--- config.mk ---
export PLATFORM = sky130hd
export DESIGN_NAME = lexeme_position_list_parser_unit
export DESIGN_NICKNAME = d
export VERILOG_FILES = /design/src/sv/lplp_pkg.sv /design/src/sv/lplp_front.sv /design/src/sv/lplp_queue.sv /design/src/sv/lplp_back.sv /design/src/sv/lexeme_position_list_parser_unit.sv
export VERILOG_INCLUDE_DIRS = /design/src /design/src/sv
export SDC_FILE = /design/constraint.sdc
export NUM_CORES = 1
export LEC_CHECK = 0
export BUFFER_PORTS_ARGS = -buffer_cell sky130_fd_sc_hd__buf_2
export CAP_MARGIN = 15
export CORE_UTILIZATION = 44
export DETAILED_ROUTE_END_ITERATION = 10
export PLACE_DENSITY_LB_ADDON = 0.12
export SYNTH_ARGS = -nofsm -noshare
export SYNTH_HDL_FRONTEND = slang
export SYNTH_SLANG_ARGS = --single-unit
--- constraint.sdc ---
create_clock -name clk -period 5.2 [get_ports clk]
set_input_delay 0.78 -clock clk [delete_from_list [all_inputs] [get_ports clk]]
set_output_delay 0.78 -clock clk [all_outputs]
set_load 0.02 [all_outputs]
--- src/sv/lexeme_position_list_parser_unit_defines.svh ---
`ifndef LEXEME_POSITION_LIST_PARSER_UNIT_DEFINES_SVH
`define LEXEME_POSITION_LIST_PARSER_UNIT_DEFINES_SVH

// Concurrent checks on the rising edge, held off during reset.
`ifndef ASSERT_OFF
`define LPLP_ASSERT(label, clk, rst_n, prop) \
  label: assert property (@(posedge clk) disable iff (!rst_n) (prop)) \
    else $error("lplp check failed");
`define LPLP_NEVER(label, clk, rst_n, cond) \
  label: assert property (@(posedge clk) disable iff (!rst_n) !(cond)) \
    else $error("lplp forbidden condition");
`else
`define LPLP_ASSERT(label, clk, rst_n, prop)
`define LPLP_NEVER(label, clk, rst_n, cond)
`endif

`endif

--- src/sv/lplp_pkg.sv ---
package lplp_pkg;

  localparam int MAX_TEXT_LEN = 65536;
  localparam logic [15:0] IDX_LIMIT =
    16'((MAX_TEXT_LEN - 1 > 65535) ? 65535 : (MAX_TEXT_LEN - 1));

  localparam logic [30:0] POS_MAX = 31'h7FFF_FFFF;
  localparam int MAX_TOKENS = 3;

  localparam logic [7:0] CH_COLON = 8'h3A;
  localparam logic [7:0] CH_COMMA = 8'h2C;
  localparam logic [7:0] CH_UNDER = 8'h5F;
  localparam logic [7:0] CH_A     = 8'h41;
  localparam logic [7:0] CH_D     = 8'h44;
  localparam logic [1:0] WEIGHT_D = 2'd3;

  localparam int QDEPTH = 4;
  localparam int QPTR_W = $clog2(QDEPTH);
  localparam int QCNT_W = $clog2(QDEPTH + 1);

  typedef enum logic [1:0] {
    TK_CHAR = 2'd0,
    TK_POS  = 2'd1,
    TK_END  = 2'd2,
    TK_ERR  = 2'd3
  } tok_kind_t;

  typedef enum logic [2:0] {
    MODE_BETWEEN    = 3'd0,
    MODE_LEXEME     = 3'd1,
    MODE_NEED_DIGIT = 3'd2,
    MODE_DIGITS     = 3'd3,
    MODE_WEIGHTED   = 3'd4
  } mode_t;

  // Tokens caused by one byte; the payload fields are shared because a
  // byte never yields more than one char, one position or one error.
  typedef struct packed {
    logic [1:0]                  cnt;
    tok_kind_t [MAX_TOKENS-1:0]  kind;
    logic [7:0]                  ch;
    logic [30:0]                 pos;
    logic [1:0]                  weight;
    logic [15:0]                 offset;
  } bundle_t;

endpackage

--- src/sv/lplp_front.sv ---
module lplp_front (
  input  logic              clk,
  input  logic              rst_n,
  input  logic              accept,
  input  logic [7:0]        text_byte,
  input  logic              is_final,
  output logic              push,
  output lplp_pkg::bundle_t push_data
);

  lplp_pkg::mode_t mode_r, mode_nxt;
  logic [30:0]     accum_r, accum_nxt;
  logic [15:0]     idx_r, idx_nxt;
  logic            err_r, err_nxt;

  logic is_dig, is_up, is_low, is_sp, is_lex, is_wt;
  logic do_between;
  logic [34:0] prod;
  logic [3:0]  digit;
  lplp_pkg::bundle_t b;

  function automatic lplp_pkg::bundle_t add_tok(lplp_pkg::bundle_t l,
                                                lplp_pkg::tok_kind_t k);
    lplp_pkg::bundle_t r;
    r = l;
    if (l.cnt != 2'(lplp_pkg::MAX_TOKENS)) begin
      r.kind[l.cnt] = k;
      r.cnt = l.cnt + 2'd1;
    end
    return r;
  endfunction

  assign is_dig = (text_byte >= 8'h30) && (text_byte <= 8'h39);
  assign is_up  = (text_byte >= 8'h41) && (text_byte <= 8'h5A);
  assign is_low = (text_byte >= 8'h61) && (text_byte <= 8'h7A);
  assign is_sp  = (text_byte == 8'h20) || ((text_byte >= 8'h09) && (text_byte <= 8'h0D));
  assign is_lex = is_dig || is_up || is_low || (text_byte == lplp_pkg::CH_UNDER);
  assign is_wt  = (text_byte >= lplp_pkg::CH_A) && (text_byte <= lplp_pkg::CH_D);
  assign digit  = text_byte[3:0];
  assign prod   = ({4'b0, accum_r} << 3) + ({4'b0, accum_r} << 1) + 35'(digit);

  always_comb begin
    mode_nxt   = mode_r;
    accum_nxt  = accum_r;
    err_nxt    = err_r;
    idx_nxt    = idx_r;
    do_between = 1'b0;
    b          = '0;
    b.ch       = is_up ? text_byte + 8'd32 : text_byte;
    b.pos      = accum_r;
    b.weight   = lplp_pkg::WEIGHT_D;
    b.offset   = idx_r;
    if (!err_r) begin
      unique case (mode_r)
        lplp_pkg::MODE_LEXEME: begin
          if (is_lex) begin
            b = add_tok(b, lplp_pkg::TK_CHAR);
          end else if (text_byte == lplp_pkg::CH_COLON) begin
            mode_nxt = lplp_pkg::MODE_NEED_DIGIT;
          end else begin
            b = add_tok(b, lplp_pkg::TK_END);
            do_between = 1'b1;
          end
        end
        lplp_pkg::MODE_NEED_DIGIT: begin
          if (is_dig) begin
            accum_nxt = 31'(digit);
            mode_nxt  = lplp_pkg::MODE_DIGITS;
          end else begin
            b = add_tok(b, lplp_pkg::TK_ERR);
            err_nxt = 1'b1;
          end
        end
        lplp_pkg::MODE_DIGITS: begin
          if (is_dig) begin
            accum_nxt = (prod > 35'(lplp_pkg::POS_MAX)) ? lplp_pkg::POS_MAX : prod[30:0];
          end else if (is_wt) begin
            b.weight = text_byte[1:0] - lplp_pkg::CH_A[1:0];
            b = add_tok(b, lplp_pkg::TK_POS);
            mode_nxt = lplp_pkg::MODE_WEIGHTED;
          end else begin
            b = add_tok(b, lplp_pkg::TK_POS);
            if (text_byte == lplp_pkg::CH_COMMA) begin
              mode_nxt = lplp_pkg::MODE_NEED_DIGIT;
            end else begin
              b = add_tok(b, lplp_pkg::TK_END);
              do_between = 1'b1;
            end
          end
        end
        lplp_pkg::MODE_WEIGHTED: begin
          if (text_byte == lplp_pkg::CH_COMMA) begin
            mode_nxt = lplp_pkg::MODE_NEED_DIGIT;
          end else begin
            b = add_tok(b, lplp_pkg::TK_END);
            do_between = 1'b1;
          end
        end
        default: do_between = 1'b1;
      endcase
      if (do_between) begin
        mode_nxt = lplp_pkg::MODE_BETWEEN;
        if (is_lex) begin
          b = add_tok(b, lplp_pkg::TK_CHAR);
          mode_nxt = lplp_pkg::MODE_LEXEME;
        end else if (!is_sp) begin
          b = add_tok(b, lplp_pkg::TK_ERR);
          err_nxt = 1'b1;
        end
      end
      if (!err_nxt && is_final) begin
        if (mode_nxt == lplp_pkg::MODE_DIGITS) begin
          b.pos    = accum_nxt;
          b.weight = lplp_pkg::WEIGHT_D;
          b = add_tok(b, lplp_pkg::TK_POS);
        end
        if (mode_nxt != lplp_pkg::MODE_BETWEEN) begin
          b = add_tok(b, lplp_pkg::TK_END);
        end
      end
    end
    if (is_final) begin
      mode_nxt  = lplp_pkg::MODE_BETWEEN;
      accum_nxt = '0;
      idx_nxt   = '0;
      err_nxt   = 1'b0;
    end else if (idx_r < lplp_pkg::IDX_LIMIT) begin
      idx_nxt = idx_r + 16'd1;
    end
  end

  assign push      = accept && (b.cnt != 2'd0);
  assign push_data = b;

  always_ff @(posedge clk) begin
    if (!rst_n) begin
      mode_r  <= lplp_pkg::MODE_BETWEEN;
      accum_r <= '0;
      idx_r   <= '0;
      err_r   <= 1'b0;
    end else if (accept) begin
      mode_r  <= mode_nxt;
      accum_r <= accum_nxt;
      idx_r   <= idx_nxt;
      err_r   <= err_nxt;
    end
  end

endmodule

--- src/sv/lplp_queue.sv ---
`include "lexeme_position_list_parser_unit_defines.svh"

module lplp_queue (
  input  logic              clk,
  input  logic              rst_n,
  input  logic              push,
  input  lplp_pkg::bundle_t push_data,
  output logic              full,
  input  logic              pop,
  output lplp_pkg::bundle_t head,
  output logic              empty
);

  lplp_pkg::bundle_t                 mem_r [lplp_pkg::QDEPTH];
  logic [lplp_pkg::QPTR_W-1:0]       wptr_r, wptr_nxt;
  logic [lplp_pkg::QPTR_W-1:0]       rptr_r, rptr_nxt;
  logic [lplp_pkg::QCNT_W-1:0]       cnt_r, cnt_nxt;

  assign full  = (cnt_r == lplp_pkg::QCNT_W'(lplp_pkg::QDEPTH));
  assign empty = (cnt_r == '0);
  assign head  = mem_r[rptr_r];

  always_comb begin
    wptr_nxt = push ? wptr_r + 1'b1 : wptr_r;
    rptr_nxt = pop  ? rptr_r + 1'b1 : rptr_r;
    cnt_nxt  = cnt_r + lplp_pkg::QCNT_W'(push) - lplp_pkg::QCNT_W'(pop);
  end

  always_ff @(posedge clk) begin
    if (!rst_n) begin
      wptr_r <= '0;
      rptr_r <= '0;
      cnt_r  <= '0;
    end else begin
      wptr_r <= wptr_nxt;
      rptr_r <= rptr_nxt;
      cnt_r  <= cnt_nxt;
    end
  end

  always_ff @(posedge clk) begin
    if (push) begin
      mem_r[wptr_r] <= push_data;
    end
  end

  `LPLP_NEVER(a_no_push_full, clk, rst_n, push && full)
  `LPLP_NEVER(a_no_pop_empty, clk, rst_n, pop && empty)
  `LPLP_ASSERT(a_cnt_drop, clk, rst_n, (pop && !push) |=> (cnt_r == $past(cnt_r) - 1'b1))

endmodule

--- src/sv/lplp_back.sv ---
module lplp_back (
  input  logic              clk,
  input  logic              rst_n,
  input  lplp_pkg::bundle_t head,
  input  logic              empty,
  output logic              pop,
  output logic              out_valid,
  input  logic              out_ready,
  output logic [1:0]        out_token_kind,
  output logic [7:0]        out_lexeme_char,
  output logic [30:0]       out_position_value,
  output logic [1:0]        out_weight_code,
  output logic [15:0]       out_error_offset,
  output logic              out_run_last
);

  logic [1:0]          sel_r, sel_nxt;
  logic                vld_r, vld_nxt;
  logic [1:0]          kind_r;
  logic [7:0]          ch_r;
  logic [30:0]         pos_r;
  logic [1:0]          wt_r;
  logic [15:0]         off_r;
  logic                last_r;
  logic                load, slot_last;
  lplp_pkg::tok_kind_t k;

  assign load      = !vld_r || out_ready;
  assign k         = head.kind[sel_r];
  assign slot_last = (sel_r == head.cnt - 2'd1);
  assign pop       = load && !empty && slot_last;

  always_comb begin
    vld_nxt = vld_r;
    sel_nxt = sel_r;
    if (load) begin
      vld_nxt = !empty;
      if (!empty) begin
        sel_nxt = slot_last ? 2'd0 : sel_r + 2'd1;
      end
    end
  end

  always_ff @(posedge clk) begin
    if (!rst_n) begin
      vld_r <= 1'b0;
      sel_r <= '0;
    end else begin
      vld_r <= vld_nxt;
      sel_r <= sel_nxt;
    end
  end

  always_ff @(posedge clk) begin
    if (load && !empty) begin
      kind_r <= k;
      ch_r   <= (k == lplp_pkg::TK_CHAR) ? head.ch : 8'd0;
      pos_r  <= (k == lplp_pkg::TK_POS) ? head.pos : 31'd0;
      wt_r   <= (k == lplp_pkg::TK_POS) ? head.weight : 2'd0;
      off_r  <= (k == lplp_pkg::TK_ERR) ? head.offset : 16'd0;
      last_r <= slot_last;
    end
  end

  assign out_valid          = vld_r;
  assign out_token_kind     = kind_r;
  assign out_lexeme_char    = ch_r;
  assign out_position_value = pos_r;
  assign out_weight_code    = wt_r;
  assign out_error_offset   = off_r;
  assign out_run_last       = last_r;

endmodule

--- src/sv/lexeme_position_list_parser_unit.sv ---
// A byte's tokens pass through the queue and then the output register to out_valid.
// Throughput: one byte per cycle in while the queue has room; one token per cycle
// out while out_ready is high; a 4-entry queue of bundles absorbs bursts.
// Reset: synchronous active-low rst_n clears parser mode, accumulator, byte
// index, error flag, queue and output valid; the parser also resets per string.
module lexeme_position_list_parser_unit (
  input  logic        clk,
  input  logic        rst_n,
  input  logic        in_valid,
  output logic        in_ready,
  input  logic [7:0]  in_text_byte,
  input  logic        in_is_final,
  output logic        out_valid,
  input  logic        out_ready,
  output logic [1:0]  out_token_kind,
  output logic [7:0]  out_lexeme_char,
  output logic [30:0] out_position_value,
  output logic [1:0]  out_weight_code,
  output logic [15:0] out_error_offset,
  output logic        out_run_last
);

  logic              accept;
  logic              push, pop, q_full, q_empty;
  lplp_pkg::bundle_t push_data, head;

  // Take a word whenever the queue has room, even with the output stalled.
  assign in_ready = !q_full;
  assign accept   = in_valid && in_ready;

  // Front: classify the byte, advance the parse mode, bundle its tokens.
  lplp_front u_front (
    .clk       (clk),
    .rst_n     (rst_n),
    .accept    (accept),
    .text_byte (in_text_byte),
    .is_final  (in_is_final),
    .push      (push),
    .push_data (push_data)
  );

  // Queue: hold bundles so the parser and the token drain stall on their own.
  lplp_queue u_queue (
    .clk       (clk),
    .rst_n     (rst_n),
    .push      (push),
    .push_data (push_data),
    .full      (q_full),
    .pop       (pop),
    .head      (head),
    .empty     (q_empty)
  );

  // Back: drain each bundle one token per word into the output register.
  lplp_back u_back (
    .clk                (clk),
    .rst_n              (rst_n),
    .head               (head),
    .empty              (q_empty),
    .pop                (pop),
    .out_valid          (out_valid),
    .out_ready          (out_ready),
    .out_token_kind     (out_token_kind),
    .out_lexeme_char    (out_lexeme_char),
    .out_position_value (out_position_value),
    .out_weight_code    (out_weight_code),
    .out_error_offset   (out_error_offset),
    .out_run_last       (out_run_last)
  );

endmodule

* Word level (Yosys, flattened, before mapping) *
Memory sizes are Yosys's and may differ from the RTL's. A register that Yosys moved wholly into a read port is not among the register bits.
Index checks and enable logic that the tools add are counted.

operators by class
  $lt $le $gt $ge = 20
  reduce and logical (&&, ||, !) cells = 31
  multiplexer cells = 79
  bitwise operators = 13
  add/subtract/negate cells = 15
  eq/ne operators = 18

operator list
  operator                                                                           count
  65-bit two-way mux                                                                 15
  65-bit case mux with 4 select lines                                                1
  64-bit two-way mux                                                                 3
  31-bit two-way mux                                                                 5
  31-bit case mux with 2 select lines                                                1
  8-bit two-way mux                                                                  6
  34-bit by 32-bit adder with 35-bit output                                          1
  35-bit by 4-bit adder with 35-bit output                                           1
  35-bit by 31-bit greater-than comparator with 1-bit output, second input constant  1
  16-bit two-way mux                                                                 2
  3-bit two-way mux                                                                  10
  8-bit by 6-bit equality test with 1-bit output, second input constant              3
  8-bit by 7-bit <= comparator with 1-bit output, second input constant              3
  2-bit two-way mux                                                                  12
  1-bit two-way mux                                                                  17
  16-bit by 1-bit adder with 16-bit output, second input constant                    1
  2-bit demux with 2-bit select                                                      4
  8-bit by 7-bit >= comparator with 1-bit output, second input constant              2
  16-bit less-than comparator, second input constant                                 1
  2-bit by 3-bit less-than comparator with 1-bit output, second input constant       5
  2-bit by 1-bit adder with 2-bit output, second input constant                      7
  1-bit logical AND                                                                  14
  3-bit case mux with 4 select lines                                                 1
  2-bit inequality test, second input constant                                       5
  other kinds (34)                                                                   55

storage, ports and cells
  memory bits (writable) = 260
  logic and storage cells = 192
  input bits = 13
  register bits after elaboration = 121
  memories kept = 1

memory list
  name           words  width  read ports  clocked after Yosys merged registers in  wr ports  RTL line          source
  u_queue.mem_r  4      65     1           1                                        1         lplp_queue.sv:14  lplp_pkg::bundle_t mem_r [lplp_pkg::QDEPTH];

* Longest topological paths before layout *
  depth after elaboration = 52
  depth in mapped cells = 15

* Modules after synthesis *
Synthesis repeated with hierarchy kept, for this count alone.

unflattened totals
  cells, all modules = 1299
  area total of the unflattened synthesis = 17999.8 um2

by module, submodules not included
  module                            cells an instance  area an instance (um2)  instances
  lplp_queue                        382                9867.0                  1
  lplp_front                        742                5362.6                  1
  lplp_back                         173                2760.1                  1
  lexeme_position_list_parser_unit  2                  10.0                    1

* Least setup slack after synthesis *
No wires, ideal clock.

  kind = input -> register
  start = input port in_text_byte[0]
  end = memory u_queue.mem_r[2][0] (netlist bit), enable pin
  arrival = 4549 ps
  path slack = 221 ps
  stages = 11
  cell sequence = inv_1 > ha_1 > nor3b_1 > a2111oi_0 > o21ai_1 > a221oi_2 > o21ba_2 > buf_6 > and2b_4 > a311oi_4 > and2_1

on the way
  longest elaborated chain between the ends = 28
  elaborated cells on any way between the ends = 82
  those cells by class = 3 x add/sub; 9 x order compare; 8 x eq/ne; 48 x mux; 14 x reduce/logical

RTL lines
  what                                                                             RTL line                                source
  from (decl)                                                                      lexeme_position_list_parser_unit.sv:11  input logic [7:0] in_text_byte,
  8-bit by 6-bit >= comparator with 1-bit output (tied with other cells)           lplp_front.sv:33                        assign is_dig = (text_byte >= 8'h30) && (text_byte <= 8'h39);
  1-bit logical AND (on tied branches)                                             lplp_front.sv:33, lplp_front.sv:34
  1-bit logical OR (3 in series)                                                   lplp_front.sv:37                        assign is_lex = is_dig || is_up || is_low || (text_byte == lplp_pkg::CH_UNDER);
  65-bit two-way mux                                                               lplp_front.sv:56                        if (is_lex) begin
  65-bit case mux with 4 select lines                                              lplp_front.sv:54                        unique case (mode_r)
  65-bit two-way mux                                                               lplp_front.sv:53                        if (!err_r) begin
  2-bit by 1-bit adder with 2-bit output or 2-bit inequality test (tied branches)  lplp_front.sv:28, lplp_front.sv:26
  8-bit two-way mux                                                                lplp_front.sv:26                        if (l.cnt != 2'(lplp_pkg::MAX_TOKENS)) begin
  [... 11 more ...]                                                                n/a
  65-bit two-way mux                                                               lplp_front.sv:117                       if (mode_nxt != lplp_pkg::MODE_BETWEEN) begin
  65-bit two-way mux (*)                                                           lplp_front.sv:111                       if (!err_nxt && is_final) begin
  65-bit two-way mux (*)                                                           lplp_front.sv:53
  2-bit nonzero test (*)                                                           lplp_front.sv:132                       assign push = accept && (b.cnt != 2'd0);
  1-bit logical AND (*)                                                            lplp_front.sv:132
  net push                                                                         lexeme_position_list_parser_unit.sv:24  logic push, pop, q_full, q_empty;
  1-bit two-way mux (*)                                                            lplp_queue.sv:42                        if (push) begin
  1-bit two-way mux (implied by the code) (*)                                      lplp_queue.sv:43                        mem_r[wptr_r] <= push_data;
  to (decl)                                                                        lplp_queue.sv:14

Mark *: on every way through the listed nets, which the timed path passes. The rest lies on a longest branch. The select of a mux whose other input is x is not followed.

==> reports/summary.txt <==
Nets -> 1494
worst-margin pin slew -> 1020 ps
number of global-route vias before repair -> 11000
drt drc -> 0
Slowest cell on crit path -> fa_1
clk slew on worst S/H paths -> 60 ps
Post-CTS Hold Buffers -> 0
max_slew headroom -> 0.321
Die Wd -> 203 µm
GPL Wtd Cong -> 0.888
setup ws final -> 680 ps
layout cells sized above 1 -> 0.184
Setup WS pre-CTS -> 251 ps
grt ovf -> 0
synthesized instance count -> 1312
FP Rows -> 73
H-tree Lvls -> 2
RSZ-0062 raised after global routing -> no
port bufs -> 74
outcome -> finished clean
Area growth syn-to-layout -> 14.3%
Clock Latency Late Sink -> 550 ps
Initial DRC Count -> 860
antenna-violating nets left -> 0
Via density -> 5.58
FF+latch count, synth -> 383
initial antenna violation count -> 0
Mapped Area -> 17800 µm²
post-CTS setup buffers -> 0
startpoint types -> flop
Mean Syn Cell Area -> 13.6 µm²
WL per Instance -> 20.1 µm
Root Driver -> clkbuf_16
number of synthesized flops with an enable pin -> 320
diode count -> 0
WP data arrival -> 4760 ps
Final Hold Viols -> 0
part of the cycle the worst path needs -> 0.869
critical path type -> reg2reg
fin cells -> 1962
Worst Hold Class -> reg2reg
ys flop type -> edfxtp_1
Critical Path RT -> 5440 ps
endpoints failing setup -> 0
crit-path cells -> inv_1 -> fa_1 -> inv_1 -> ha_1 -> a21oi_1 -> nand4b_1 -> a211o_1 -> a21oi_1 -> nor4_1 -> nor3b_1 -> o221ai_2 -> buf_4 -> nor4_1 -> o21ai_0
CTS tree -> done
post-DP HPWL -> 26.0 mm
max-cap violation count -> 0
crit path max fanout -> 15
Placed Cells -> 1884
Synth async-reset ratio -> 0
most frequent cells in the layout -> edfxtp_1, nand2_1, o21ai_0
Post-Route WL -> 39.5 mm
min Tclk post-route -> 4520 ps
clk sink count -> 383
synth warn -> 0
Max Root-Sink Buffers -> 3
most common cell after layout, fill and taps aside -> edfxtp_1
DRT Pass-1 Iters -> 5
Final Skew -> 17.0 ps
post-synthesis sequential area ratio -> 0.611
Leak -> 7.43 nW
pin count of the biggest net entering global routing -> 62
max-slew violations -> 0
Initial Util -> 0.447
CTS Buf Count -> 42
CP peak stage delay -> 590 ps
Unique masters post-synth -> 81
Post-Syn Nets -> 1403
Worst setup EP type -> flop
die height -> 203 µm
floorplan core area -> 39800 µm²
first-pass GRT wire length -> 62.5 mm
cts repair resizes -> 0
Vias -> 10900
peak supply drop -> 0.000261 V
Die ar. -> 41200 µm²
Fmax -> 0.221 GHz
PwrDens -> 466 nW/µm²
num ports -> 75
setup_tns -> 0 ps
Tot GR Track Use -> 0.196
[synthesized netlist by cell type, types with 5 or more instances]
library cell,count,area share
a211oi_1,7,0.0030
a21boi_0,7,0.0030
a21o_1,10,0.0042
a21oi_1,51,0.014
a31oi_1,12,0.0042
and2_1,22,0.0077
and3_1,20,0.0070
buf_1,6,0.0013
clkbuf_1,47,0.0099
dfxtp_1,63,0.071
edfxtp_1,320,0.54
ha_1,75,0.053
inv_1,30,0.0063
mux4_2,65,0.082
nand2_1,121,0.026
nand2b_1,9,0.0032
nand3_1,13,0.0037
nand3b_1,5,0.0021
nand4_1,11,0.0039
nor2_1,60,0.013
nor2b_1,48,0.017
nor3_1,23,0.0065
nor4_1,25,0.0088
o211ai_1,6,0.0025
o21a_1,10,0.0042
o21ai_0,93,0.026
o21ai_1,7,0.0020
o31ai_1,6,0.0025
or3_1,7,0.0025
xnor2_1,17,0.0084
xor2_1,26,0.013
[metrics by stage]
| stage | area (µm²) | hold WS, ps | util | total power [mW] |
|---|---|---|---|---|
| after global routing | 20300 | 544 | 0.510 | 9.93 |
| after CTS | 20300 | 515 | 0.510 | 9.62 |
| after detailed placement | 18900 | 509 | 0.476 | 6.61 |
| after floorplan | 17800 | 469 | - | 5.82 |
| after global placement | 18900 | 496 | 0.476 | 6.60 |
| final | 20300 | 516 | 0.510 | 9.46 |
[final timing paths]
path / to / cells past startpoint / startpoint / slack [ps]
setup / recovery: u_queue.mem_r[1][35] / 14 / u_front.accum_r[0] / 680
hold / removal: u_front.accum_r[26] / 2 / u_front.accum_r[26] / 520
hold reg to reg: u_front.accum_r[26] / 2 / u_front.accum_r[26] / 520
setup reg to reg: u_queue.mem_r[1][35] / 14 / u_front.accum_r[0] / 680
[per-layer routing]
| metal | track usage | part of all wire |
|---|---|---|
| met1 | 0.276 | 0.47 |
| met2 | 0.318 | 0.47 |
| met3 | 0.0295 | 0.041 |
| met4 | 0.0537 | 0.019 |
| met5 | 0 | 0 |
[power by group]
group	switching (mW)	internal, mW
clock	1.19	1.79
combinational	1.42	0.894
sequential	0.155	4.02
[logic make-up (layout without fill, tap and decap cells)]
| kind of cell | Yosys count | count (layout) | synth area share |
|---|---|---|---|
| multiplexers | 69 | 69 | 0.0845 |
| buffers and inverters | 91 | 216 | 0.0205 |
| adder cells (fa/ha/maj) | 78 | 78 | 0.0561 |
| AND/OR/NAND/NOR | 389 | 389 | 0.113 |
| XOR/XNOR | 43 | 43 | 0.0212 |
| AO/OA/AOI/OAI | 259 | 259 | 0.0938 |
| flip-flops | 383 | 383 | 0.611 |
[worst max-delay path: cells and delay by family, from the launching register on]
kind	cells	cell delay, ps
flip-flops	1	430
AO/OA/AOI/OAI	5	1280
AND/OR/NAND/NOR	4	1130
adder cells (fa/ha/maj)	2	870
buffers and inverters	3	480
[sequential cells by signal, summed over array words and instances (netlist names), 3 cells and up, named ones only]
register / cells
u_queue.mem_r: 260
u_back.out_position_value: 31
u_front.accum_r: 31
u_back.out_error_offset: 16
u_front.idx_r: 16
u_back.out_lexeme_char: 8
u_front.mode_r: 3
u_queue.cnt_r: 3
[area by class of cell]
cell class	count	area, µm²
repair buffers	106	711
well taps	525	657
clock buffers	57	1140
multi-input cells	838	6580
flip-flops and latches	383	10900
inverters	32	120
fillers	3461	19500
clock inverters	21	250
Power figures use the tool's default switching activity.
